===== src/rtl/n2a_pkg.sv =====
// ----------------------------------------------------------------------------
// n2a_pkg: shared types and constants for the number to ASCII formatter
// Holds the channel structs, the command queue entry, the back-end states
// and the small helpers for digit weights and hex characters that the back end uses.
// ----------------------------------------------------------------------------
package n2a_pkg;

   // Format codes carried in the kind field of a request.
   localparam logic [1:0] KIND_UNSIGNED = 2'd0;
   localparam logic [1:0] KIND_SIGNED   = 2'd1;
   localparam logic [1:0] KIND_HEX      = 2'd2;
   localparam logic [1:0] KIND_UNUSED   = 2'd3;

   localparam logic [7:0] CHAR_ZERO  = 8'h30;
   localparam logic [7:0] CHAR_UPPER_A = 8'h41;
   localparam logic [7:0] CHAR_MINUS = 8'h2D;
   localparam logic [7:0] CHAR_SPACE = 8'h20;

   // Command queue between the front end and the back end.
   localparam int QUEUE_DEPTH = 2;
   localparam int QUEUE_AW    = (QUEUE_DEPTH > 1) ? $clog2(QUEUE_DEPTH) : 1;

   // Digit positions handled by repeated subtraction.
   localparam logic [1:0] POS_TEN_THOUSANDS = 2'd0;
   localparam logic [1:0] POS_THOUSANDS     = 2'd1;
   localparam logic [1:0] POS_HUNDREDS      = 2'd2;
   localparam logic [1:0] POS_TENS          = 2'd3;

   typedef struct packed {
      logic [1:0]  kind;
      logic [15:0] value;
   } req_type;

   typedef struct packed {
      logic [7:0] character;
      logic       last;
   } rsp_type;

   typedef enum logic [1:0] {
      CMD_UNSIGNED,
      CMD_SIGNED_POS,
      CMD_SIGNED_NEG,
      CMD_HEX
   } cmd_kind_type;

   typedef struct packed {
      cmd_kind_type kind;
      logic [15:0]  magnitude;
   } cmd_type;

   typedef struct packed {
      logic empty;
      logic full;
   } queue_status_type;

   typedef struct packed {
      logic busy;
   } back_status_type;

   typedef enum logic [2:0] {
      S_IDLE,
      S_PREFIX,
      S_SUB,
      S_DIGIT,
      S_ONES,
      S_HEX_HI,
      S_HEX_LO
   } back_state_type;

   function automatic logic [15:0] digit_weight(input logic [1:0] pos);
      logic [15:0] w;
      begin
         unique case (pos)
            POS_TEN_THOUSANDS: w = 16'd10000;
            POS_THOUSANDS:     w = 16'd1000;
            POS_HUNDREDS:      w = 16'd100;
            default:           w = 16'd10;
         endcase
         return w;
      end
   endfunction

   function automatic logic [7:0] hex_char(input logic [3:0] nib);
      logic [7:0] nib_ext;
      begin
         nib_ext = {4'h0, nib};
         if (nib <= 4'h9) begin
            return CHAR_ZERO + nib_ext;
         end else begin
            return CHAR_UPPER_A + nib_ext - 8'd10;
         end
      end
   endfunction

endpackage


===== src/rtl/n2a_front.sv =====
// ----------------------------------------------------------------------------
// n2a_front: request intake and classification
// Accepts requests, turns signed values into sign plus magnitude, trims hex
// requests to the low byte and pushes one command per request. Requests of
// the unused kind are accepted and dropped.
// ----------------------------------------------------------------------------
module n2a_front import n2a_pkg::*; (
   input  logic             req_valid,
   output logic             req_stall,
   input  req_type          req_data,
   input  queue_status_type q_status,
   output logic             push,
   output cmd_type          push_data
);

   logic        accept;
   logic [15:0] negated;

   assign req_stall = q_status.full;
   assign accept    = req_valid && !q_status.full;
   assign negated   = 16'(~req_data.value + 16'd1);

   always_comb begin
      push_data.kind      = CMD_UNSIGNED;
      push_data.magnitude = req_data.value;
      push                = 1'b0;
      unique case (req_data.kind)
         KIND_UNSIGNED: begin
            push = accept;
         end
         KIND_SIGNED: begin
            push = accept;
            if (req_data.value[15]) begin
               push_data.kind      = CMD_SIGNED_NEG;
               push_data.magnitude = negated;
            end else begin
               push_data.kind = CMD_SIGNED_POS;
            end
         end
         KIND_HEX: begin
            push                = accept;
            push_data.kind      = CMD_HEX;
            push_data.magnitude = {8'h00, req_data.value[7:0]};
         end
         default: begin
            push = 1'b0;
         end
      endcase
   end

endmodule


===== src/rtl/n2a_queue.sv =====
// ----------------------------------------------------------------------------
// n2a_queue: command queue
// A short register queue that decouples classification from conversion.
// ----------------------------------------------------------------------------
module n2a_queue import n2a_pkg::*; (
   input  logic             clock,
   input  logic             reset,
   input  logic             push,
   input  cmd_type          push_data,
   input  logic             pop,
   output cmd_type          rd_data,
   output queue_status_type q_status
);

   cmd_type             entry_ff [QUEUE_DEPTH];
   logic [QUEUE_AW-1:0] wr_ptr_ff, wr_ptr_in;
   logic [QUEUE_AW-1:0] rd_ptr_ff, rd_ptr_in;
   logic [QUEUE_AW:0]   count_ff, count_in;
   logic                do_push, do_pop;

   function automatic logic [QUEUE_AW-1:0] next_ptr(input logic [QUEUE_AW-1:0] p);
      if (p == QUEUE_AW'(QUEUE_DEPTH - 1)) begin
         return '0;
      end else begin
         return p + QUEUE_AW'(1);
      end
   endfunction

   assign q_status.empty = (count_ff == '0);
   assign q_status.full  = (count_ff == (QUEUE_AW + 1)'(QUEUE_DEPTH));
   assign do_push        = push && !q_status.full;
   assign do_pop         = pop && !q_status.empty;
   assign rd_data        = entry_ff[rd_ptr_ff];

   always_comb begin
      wr_ptr_in = do_push ? next_ptr(wr_ptr_ff) : wr_ptr_ff;
      rd_ptr_in = do_pop ? next_ptr(rd_ptr_ff) : rd_ptr_ff;
      count_in  = count_ff;
      if (do_push && !do_pop) begin
         count_in = count_ff + (QUEUE_AW + 1)'(1);
      end else if (do_pop && !do_push) begin
         count_in = count_ff - (QUEUE_AW + 1)'(1);
      end
   end

   always_ff @(posedge clock) begin
      if (reset) begin
         wr_ptr_ff <= '0;
         rd_ptr_ff <= '0;
         count_ff  <= '0;
      end else begin
         wr_ptr_ff <= wr_ptr_in;
         rd_ptr_ff <= rd_ptr_in;
         count_ff  <= count_in;
      end
   end

   always_ff @(posedge clock) begin
      if (do_push) begin
         entry_ff[wr_ptr_ff] <= push_data;
      end
   end

endmodule


===== src/rtl/n2a_back.sv =====
// ----------------------------------------------------------------------------
// n2a_back: conversion and character output
// Takes one command at a time, finds each decimal digit but the ones by repeated
// subtraction of its weight, and sends characters through an output register.
// ----------------------------------------------------------------------------
module n2a_back import n2a_pkg::*; (
   input  logic             clock,
   input  logic             reset,
   input  queue_status_type q_status,
   input  cmd_type          rd_data,
   output logic             pop,
   output logic             rsp_valid,
   input  logic             rsp_stall,
   output rsp_type          rsp_data,
   output back_status_type  bk_status
);

   back_state_type state_ff, state_in;
   cmd_kind_type   kind_ff, kind_in;
   logic [15:0]    rem_ff, rem_in;
   logic [1:0]     pos_ff, pos_in;
   logic [3:0]     dig_ff, dig_in;
   logic           started_ff, started_in;
   logic           out_valid_ff, out_valid_in;
   rsp_type        out_data_ff, out_data_in;

   logic           out_free;
   logic           ge_weight;
   logic [15:0]    weight;
   logic           show_digit;
   logic           emit;
   rsp_type        emit_data;

   assign out_free   = !out_valid_ff || !rsp_stall;
   assign weight     = digit_weight(pos_ff);
   assign ge_weight  = (rem_ff >= weight);
   assign show_digit = (dig_ff != 4'd0) || started_ff || (pos_ff == POS_TENS);

   assign rsp_valid      = out_valid_ff;
   assign rsp_data       = out_data_ff;
   assign bk_status.busy = (state_ff != S_IDLE);

   // Next state.
   always_comb begin
      state_in = state_ff;
      unique case (state_ff)
         S_IDLE: begin
            if (!q_status.empty) begin
               unique case (rd_data.kind)
                  CMD_HEX:      state_in = S_HEX_HI;
                  CMD_UNSIGNED: state_in = S_SUB;
                  default:      state_in = S_PREFIX;
               endcase
            end
         end
         S_PREFIX: begin
            if (out_free) state_in = S_SUB;
         end
         S_SUB: begin
            if (!ge_weight) state_in = S_DIGIT;
         end
         S_DIGIT: begin
            if (!show_digit || out_free) begin
               state_in = (pos_ff == POS_TENS) ? S_ONES : S_SUB;
            end
         end
         S_ONES: begin
            if (out_free) state_in = S_IDLE;
         end
         S_HEX_HI: begin
            if (out_free) state_in = S_HEX_LO;
         end
         S_HEX_LO: begin
            if (out_free) state_in = S_IDLE;
         end
         default: state_in = S_IDLE;
      endcase
   end

   // Datapath and outputs.
   always_comb begin
      pop        = 1'b0;
      kind_in    = kind_ff;
      rem_in     = rem_ff;
      pos_in     = pos_ff;
      dig_in     = dig_ff;
      started_in = started_ff;
      emit       = 1'b0;
      emit_data  = '{character: CHAR_SPACE, last: 1'b0};
      unique case (state_ff)
         S_IDLE: begin
            if (!q_status.empty) begin
               pop        = 1'b1;
               kind_in    = rd_data.kind;
               rem_in     = rd_data.magnitude;
               pos_in     = POS_TEN_THOUSANDS;
               dig_in     = 4'd0;
               started_in = 1'b0;
            end
         end
         S_PREFIX: begin
            emit                = out_free;
            emit_data.character = (kind_ff == CMD_SIGNED_NEG) ? CHAR_MINUS : CHAR_SPACE;
         end
         S_SUB: begin
            if (ge_weight) begin
               rem_in = rem_ff - weight;
               dig_in = dig_ff + 4'd1;
            end
         end
         S_DIGIT: begin
            emit_data.character = CHAR_ZERO + {4'h0, dig_ff};
            emit                = show_digit && out_free;
            if (!show_digit || out_free) begin
               pos_in     = pos_ff + 2'd1;
               dig_in     = 4'd0;
               started_in = started_ff || show_digit;
            end
         end
         S_ONES: begin
            emit      = out_free;
            emit_data = '{character: CHAR_ZERO + {4'h0, rem_ff[3:0]}, last: 1'b1};
         end
         S_HEX_HI: begin
            emit                = out_free;
            emit_data.character = hex_char(rem_ff[7:4]);
         end
         S_HEX_LO: begin
            emit      = out_free;
            emit_data = '{character: hex_char(rem_ff[3:0]), last: 1'b1};
         end
         default: begin
            emit = 1'b0;
         end
      endcase

      if (emit) begin
         out_valid_in = 1'b1;
         out_data_in  = emit_data;
      end else begin
         out_valid_in = out_valid_ff && rsp_stall;
         out_data_in  = out_data_ff;
      end
   end

   always_ff @(posedge clock) begin
      if (reset) begin
         state_ff     <= S_IDLE;
         out_valid_ff <= 1'b0;
      end else begin
         state_ff     <= state_in;
         out_valid_ff <= out_valid_in;
      end
   end

   always_ff @(posedge clock) begin
      kind_ff     <= kind_in;
      rem_ff      <= rem_in;
      pos_ff      <= pos_in;
      dig_ff      <= dig_in;
      started_ff  <= started_in;
      out_data_ff <= out_data_in;
   end

endmodule


===== src/rtl/number_to_ascii_formatter.sv =====
// ----------------------------------------------------------------------------
// number_to_ascii_formatter: 16-bit number to ASCII character run
// Front end classifies requests into a two-entry command queue; the back end
// converts one command at a time and sends one character per transaction.
// ----------------------------------------------------------------------------
// The back end converts one command at a time; while it works, the front end keeps
// accepting requests until the command queue is full. Decimal digits come from the
// single subtract-and-compare unit, so a decimal item takes longer the larger its
// top four digits are; hex items do not use that unit.
// Synchronous reset empties the queue, idles the converter and drops any character.
module number_to_ascii_formatter import n2a_pkg::*; (
   input  logic    clock,
   input  logic    reset,
   input  logic    req_valid,
   output logic    req_stall,
   input  req_type req_data,
   output logic    rsp_valid,
   input  logic    rsp_stall,
   output rsp_type rsp_data
);

   queue_status_type q_status;
   back_status_type  bk_status;
   logic             push;
   cmd_type          push_data;
   logic             pop;
   cmd_type          rd_data;

   n2a_front u_front (
      .req_valid (req_valid),
      .req_stall (req_stall),
      .req_data  (req_data),
      .q_status  (q_status),
      .push      (push),
      .push_data (push_data)
   );

   n2a_queue u_queue (
      .clock     (clock),
      .reset     (reset),
      .push      (push),
      .push_data (push_data),
      .pop       (pop),
      .rd_data   (rd_data),
      .q_status  (q_status)
   );

   n2a_back u_back (
      .clock     (clock),
      .reset     (reset),
      .q_status  (q_status),
      .rd_data   (rd_data),
      .pop       (pop),
      .rsp_valid (rsp_valid),
      .rsp_stall (rsp_stall),
      .rsp_data  (rsp_data),
      .bk_status (bk_status)
   );

   // The queue can never report empty and full together.
   a_queue_flags: assert property (@(posedge clock) disable iff (reset)
      !(q_status.empty && q_status.full))
      else $error("command queue reports empty and full");

   // An accepted request of a formatted kind always leaves a command in the queue.
   a_push_lands: assert property (@(posedge clock) disable iff (reset)
      (req_valid && !req_stall && (req_data.kind != KIND_UNUSED)) |=> !q_status.empty)
      else $error("accepted request did not reach the command queue");

   // After a non-final character goes out, the run is still in progress.
   a_run_continues: assert property (@(posedge clock) disable iff (reset)
      (rsp_valid && !rsp_stall && !rsp_data.last) |=> (bk_status.busy || rsp_valid))
      else $error("character run ended without a final character");

endmodule

===== config.mk =====
export PLATFORM = sky130hd
export DESIGN_NAME = number_to_ascii_formatter
export DESIGN_NICKNAME = d
export VERILOG_FILES = /design/src/rtl/n2a_pkg.sv /design/src/rtl/n2a_front.sv /design/src/rtl/n2a_queue.sv /design/src/rtl/n2a_back.sv /design/src/rtl/number_to_ascii_formatter.sv
export SDC_FILE = /design/constraint.sdc
export NUM_CORES = 1
export LEC_CHECK = 0
export BUFFER_PORTS_ARGS = -buffer_cell sky130_fd_sc_hd__buf_2
export CAP_MARGIN = 20
export CELL_PAD_IN_SITES_DETAIL_PLACEMENT = 0
export CELL_PAD_IN_SITES_GLOBAL_PLACEMENT = 2
export CORE_MARGIN = 2
export CORE_UTILIZATION = 40
export CTS_CLUSTER_DIAMETER = 100
export DETAILED_ROUTE_END_ITERATION = 7
export GPL_TIMING_DRIVEN = 0
export MAX_ROUTING_LAYER = met4
export PLACE_DENSITY_LB_ADDON = 0.05
export SLEW_MARGIN = 15
export SYNTH_ARGS = -nofsm -noshare
export SYNTH_HDL_FRONTEND = slang
export SYNTH_SLANG_ARGS = --single-unit

===== constraint.sdc =====
create_clock -name clock -period 2.95 [get_ports clock]
set_input_delay 0.885 -clock clock [delete_from_list [all_inputs] [get_ports clock]]
set_output_delay 0.885 -clock clock [all_outputs]
set_load 0.1 [all_outputs]

==> results of run 1 <==
-- cells by family (layout without fill, tap and decap cells) --
group	count (synthesis)	in the layout	synth area share (%)
muxes	13	13	2.85
adders and majority gates	29	29	7.81
xor gates and xnor gates	17	17	3.14
AOI/OAI and AO/OA	131	131	18.7
other	1	1	0.0790
and+or+nand+nor	149	150	16.3
buffers and inverters	45	96	3.69
DFF	78	78	47.5
-- sequential cells by signal (all words and copies together), names as in the netlist, named ones only --
register	cells
u_back.dig_ff	4
u_back.kind_ff	2
u_back.pos_ff	2
u_back.rem_ff	16
u_back.rsp_data	8
u_back.rsp_valid	1
u_back.started_ff	1
u_back.state_ff	3
u_queue.count_ff	2
u_queue.entry_ff	36
u_queue.rd_ptr_ff	1
u_queue.wr_ptr_ff	1
-- worst max-delay path, cell delays in order (launching register included) --
cell and delay, ps:
edfxtp_1 480, inv_2 130, ha_1 150, inv_1 90, ha_1 250, or3_4 360
or4_1 420, o21ai_2 190, a21oi_2 90, buf_4 170, or2_4 280
-- per-layer routing --
layer	vias up	GRT usage, %
li1	1823	-
met1	1661	25.0
met5	-	-
met4	0	6.18
met3	18	2.89
met2	68	27.8
-- Yosys cell counts (6+ instances only) --
cell type / n
edfxtp_1: 69
nor2_1: 37
a21oi_1: 33
nand2_1: 32
ha_1: 28
inv_1: 23
o21ai_0: 18
nor3_1: 16
clkbuf_1: 15
nor2b_1: 15
a21o_1: 14
a22o_1: 12
xnor2_1: 11
a211oi_1: 10
dfxtp_1: 9
mux2i_1: 9
nand3_1: 8
o21ai_1: 8
xor2_1: 6
-- final cells by class --
type                            instances  area, um2  share of cell area [%]
Multi-Input combinational cell        341       2370                    43.3
Sequential cell                        78       2250                    41.2
Clock buffer                           14        287                    5.24
Timing Repair Buffer                   35        195                    3.57
Tap cell                              143        179                    3.27
Buffer                                 22       88.8                    1.62
Inverter                               23       86.3                    1.58
Clock inverter                          2       11.3                   0.206
-- per-stage QoR --
step	instances	area, um2	setup TNS, ps
2_1_floorplan	463	4740	0
3_3_place_gp	636	5070	-12590
3_5_place_dp	637	5090	-6760
4_1_cts	653	5400	0
5_1_grt	658	5470	0
6_report	658	5470	0
-- worst max path at each step --
stage,endpoint,slack (ps),depth (start not counted)
after floorplan,u_queue.count_ff[1]$_SDFFE_PP0P_,30,5
after global placement,u_queue.entry_ff[0][13]$_DFFE_PP_,-380,4
after detailed placement,u_back.rem_ff[10]$_DFFE_PP_,-410,9
after CTS,u_back.dig_ff[3]$_SDFFCE_PN0P_,10,10
after global routing,u_back.rem_ff[6]$_DFFE_PP_,10,10
final,u_back.rem_ff[6]$_DFFE_PP_,100,10
-- timing repair --
item                       4_1_cts  5_1_grt
gates resized for setup          4       10
setup buffers                    0        4
cloned                           0        1
pin swaps                        0        1
setup endpoints to repair       19       26
hold buffers                     0        0
-- power breakdown --
group	internal, mW	leakage, nW	total, mW	switching (mW)
clock network	0.672	0.147	1.08	0.407
logic	1.19	1.24	3.34	2.14
registers	1.70	0.728	1.93	0.231
total	3.56	2.12	6.34	2.78
-- cell usage in the layout (no fill, tap or decap), drive strengths merged, types with 16 or more instances in the layout --
cell type	count
a21oi	33
buf	42
clkbuf	29
edfxtp	69
ha	28
inv	24
nand2	32
nor2	37
nor3	16
o21ai	26
==> flow_summary.yaml, run 1 <==
power_and_ir_drop:
  p_leak_nw: 2.12
  vdd_ir_drop_max_uv: 378
  power_mw: 6.34
  power_density_mw_per_mm2: 1160
timing:
  hold_slack_ps: 527
  clock_skew_ps: 9.01
  timing.fmax_ghz: 0.351
  finalSetupViolations: 0
  rsz0062_at_grt: "no"
  finalHoldViolCount: 0
  setup_slack_ps: 105
  max_slew.worst_pin.slew_ps: 857
  drv_slew: 0
  slew_headroom_pct: 42.9
  layout_min_cycle_time_ps: 2850
  fin_crit_sh_pct: 96.5
floorplanning:
  start_util_pct: 41.2
  ios: 33
  dieWidth_um: 113
  core_mm2: 0.0115
  dieArea_mm2: 0.0127
  dieHeight_um: 113
  num_rows: 39
drt:
  wl_met3_um: 418
  topRoutingLayerUsed: "met4"
  wirelength_um: 10900
  wire_per_inst_um: 16.5
  met2_length_um: 4980
  avgViaCountPerCell: 5.43
  drcViolationCount: 2
  drt_iter0_markers: 161
  drtPass1Iterations: 8
  vias: 3570
  antenna_left: 0
  wl_met1_um: 5290
synthesis:
  ys_types: 63
  synth_cells: 463
  yosysTopAreaCell: "edfxtp_1"
  async_flop_share_pct: 0
  avgSynthCellArea_um2: 10.2
  yosysWarnings: 0
  synth-edff-count: 69
  ys_seq_area_share_pct: 47.5
  syn_nets: 514
  netlist_area_mm2: 0.00474
  synth_top_area_share_pct: 43.7
  synth_area_leaders: "edfxtp_1 (44%), ha_1 (7.4%), dfxtp_1 (3.8%)"
  ys_ff_latch: 78
  ys.flop_type: "edfxtp_1"
setup_path:
  cp-start-kind: "flip-flop"
  crit_fanout: 8
  startpoint: "u_back.pos_ff[0]$_SDFFCE_PN0P_"
  r2r-start: "u_back.pos_ff[0]$_SDFFCE_PN0P_"
  endpoint_kind: "flip-flop"
  reg2reg_to: "u_back.rem_ff[6]$_DFFE_PP_"
  reg2reg_slack_ps: 100
  arrival_ps: 2920
  required_ps: 3030
  worstSetupPathType: "flip-flop to flip-flop"
  reg2reg_depth: 10
worst_hold_path:
  hold_class: "flip-flop to flip-flop"
  hold_start: "u_queue.rd_ptr_ff$_SDFFE_PP0P_"
  hold_path_depth: 2
  min_to: "u_queue.rd_ptr_ff$_SDFFE_PP0P_"
grt:
  grt_pass1_vias: 3439
  track_usage_pct: 18.2
  grt_max_degree: 19
  antenna_found_initial: 0
  grt-ovfl-total: 0
  grt_pass1_wl_um: 17700
clocking:
  cts_tree: "built"
  htreeDepth: 3
  clock-sinks: 78
  clock_latency_ps: 340
  root_buffer: "clkbuf_16"
  cts_buffers: 9
  path_clk_slew_ps: 60
  clk_path_buf_depth: 2
cells_and_area:
  final_util_pct: 47.5
  nets: 561
  drive_gt1_share_pct: 14.4
  syn2layout_area_growth_pct: 15.2
  antenna_cells: 0
  nFillCells: 1100
placement:
  post-place-ws_ps: -409
  io_buffers: 30
  dp_hpwl_um: 8180
  gp_congestion: 0.858
status:
  outcome: "finished with violations"
  violations: "design-rule violations"
job:
  maxCapViolations: 0
(Power assumes the default switching activity.)
==> inputs of run 2 (changes only) <==
==> constraint.sdc (replaced) <==
create_clock -name clock -period 3.6 [get_ports clock]
set_input_delay 1.08 -clock clock [delete_from_list [all_inputs] [get_ports clock]]
set_output_delay 1.08 -clock clock [all_outputs]
set_load 0.1 [all_outputs]
==> flow_summary.yaml, run 2 (synthesis results as in run 1) <==
setup_path:
  cpMaxStageDelayCell: "edfxtp_1"
  cp-start-kind: "flip-flop"
  path_buf_inv: 2
  worstPathCellList: "inv_1 > ha_1 > inv_1 > ha_1 > nand2_1 > o21ai_0 > o2111ai_1 > a21oi_1 > or2_2"
  required_ps: 3590
  arrival_ps: 3060
  endpoint_kind: "flip-flop"
  crit_family: "compound AO/OA/AOI/OAI gates"
  critical-path-max-stage-delay_ps: 470
  worstSetupPathType: "flip-flop to flip-flop"
  crit_fanout: 15
floorplanning:
  core_mm2: 0.0115
  dieArea_mm2: 0.0127
  ios: 33
  num_rows: 39
  start_util_pct: 41.2
  dieWidth_um: 113
  dieHeight_um: 113
clocking:
  cts_tree: "built"
  cts_buffers: 9
  clock_latency_ps: 340
  root_buffer: "clkbuf_16"
  hold_buffers: 0
  clk_path_buf_depth: 2
  path_clk_slew_ps: 60
  clock-sinks: 78
  htreeDepth: 3
power_and_ir_drop:
  vdd_ir_drop_max_uv: 309
  power_density_mw_per_mm2: 938
  p_leak_nw: 2.08
  power_mw: 5.06
timing:
  rsz0062_at_grt: "no"
  timing.fmax_ghz: 0.326
  layout_min_cycle_time_ps: 3070
  slew_headroom_pct: 42.5
  clock_skew_ps: 12.3
  finalSetupViolations: 0
  setup_slack_ps: 529
  drv_slew: 0
  fin_crit_sh_pct: 85.3
  fin_tns_setup_ps: 0
  finalHoldViolCount: 0
  max_slew.worst_pin.slew_ps: 863
status:
  violations: "design-rule violations"
  outcome: "finished with violations"
cells_and_area:
  drive_gt1_share_pct: 11.6
  largest_reg_flops: 36
  antenna_cells: 0
  syn2layout_area_growth_pct: 13.6
  final_common_cell: "edfxtp_1"
  layout.cells.non_filler: 653
  nFillCells: 1099
  top_register: "u_queue.entry_ff"
  nets: 556
  layout_common_cells: "edfxtp_1 (69), nor2_1 (37), a21oi_1 (33), nand2_1 (32), buf_2 (32)"
  final_util_pct: 46.8
drt:
  vias: 3535
  drcViolationCount: 2
  wire_per_inst_um: 16.2
  wirelength_um: 10600
  drt_iter0_markers: 137
  antenna_left: 0
  avgViaCountPerCell: 5.41
  drtPass1Iterations: 8
grt:
  grt_pass1_wl_um: 17600
  grt-ovfl-total: 0
  grt_pass1_vias: 3442
  antenna_found_initial: 0
  track_usage_pct: 18.2
  grt_max_degree: 19
job:
  maxCapViolations: 0
placement:
  io_buffers: 30
  dp_hpwl_um: 8180
  post-place-ws_ps: 241
  place_inst: 637
  gp_congestion: 0.858
worst_hold_path:
  hold_class: "flip-flop to flip-flop"
==> run 2: path summary, 6_finish.rpt <==
path	from	endpoint	slack (ps)	depth (start not counted)
max	u_back.pos_ff[1]$_SDFFCE_PN0P_	u_back.rem_ff[15]$_DFFE_PP_	530	9
min	u_queue.rd_ptr_ff$_SDFFE_PP0P_	u_queue.rd_ptr_ff$_SDFFE_PP0P_	530	2
max reg2reg	u_back.pos_ff[1]$_SDFFCE_PN0P_	u_back.rem_ff[15]$_DFFE_PP_	530	9
min reg2reg	u_queue.rd_ptr_ff$_SDFFE_PP0P_	u_queue.rd_ptr_ff$_SDFFE_PP0P_	530	2
==> run 2: layer usage <==
metal	vias to the layer above	global-route usage [%]	wire [um]
li1	1810	-	-
met1	1643	24.9	5150
met2	65	27.8	4870
met3	17	2.89	404
met4	0	6.18	184
met5	-	-	0
==> run 2: tightest hold or removal path: cells and delay by family (launching register included) <==
| kind | cells | cell delay, ps |
|---|---|---|
| xor+xnor | 1 | 90 |
| simple gates | 1 | 80 |
| flops | 1 | 320 |
==> run 2: timing repair <==
action / CTS / global route
endpoints found under the setup margin: 0 / 15
gates resized for setup: 0 / 1
buffers inserted: 0 / 0
==> run 2: power by group <==
part | total (mW) | leakage (nW) | internal, mW | switching, mW
logic | 2.59 | 1.21 | 0.905 | 1.69
clock network | 0.886 | 0.147 | 0.551 | 0.335
registers | 1.58 | 0.728 | 1.39 | 0.188
==> run 2: final cells by class <==
class,instances,area [um2],area share [%]
Buffer,22,88.8,1.65
Clock buffer,14,287,5.32
Clock inverter,2,11.3,0.209
Inverter,23,86.3,1.60
Multi-Input combinational cell,340,2320,43.0
Sequential cell,78,2250,41.8
Tap cell,143,179,3.32
Timing Repair Buffer,31,165,3.06
==> run 2: through the flow <==
| step | hold WS, ps | area, um2 |
|---|---|---|
| after detailed placement | 517 | 5090 |
| final | 528 | 5390 |
| after floorplan | 480 | 4740 |
| after global routing | 570 | 5390 |
| after global placement | 495 | 5070 |
| after CTS | 530 | 5390 |
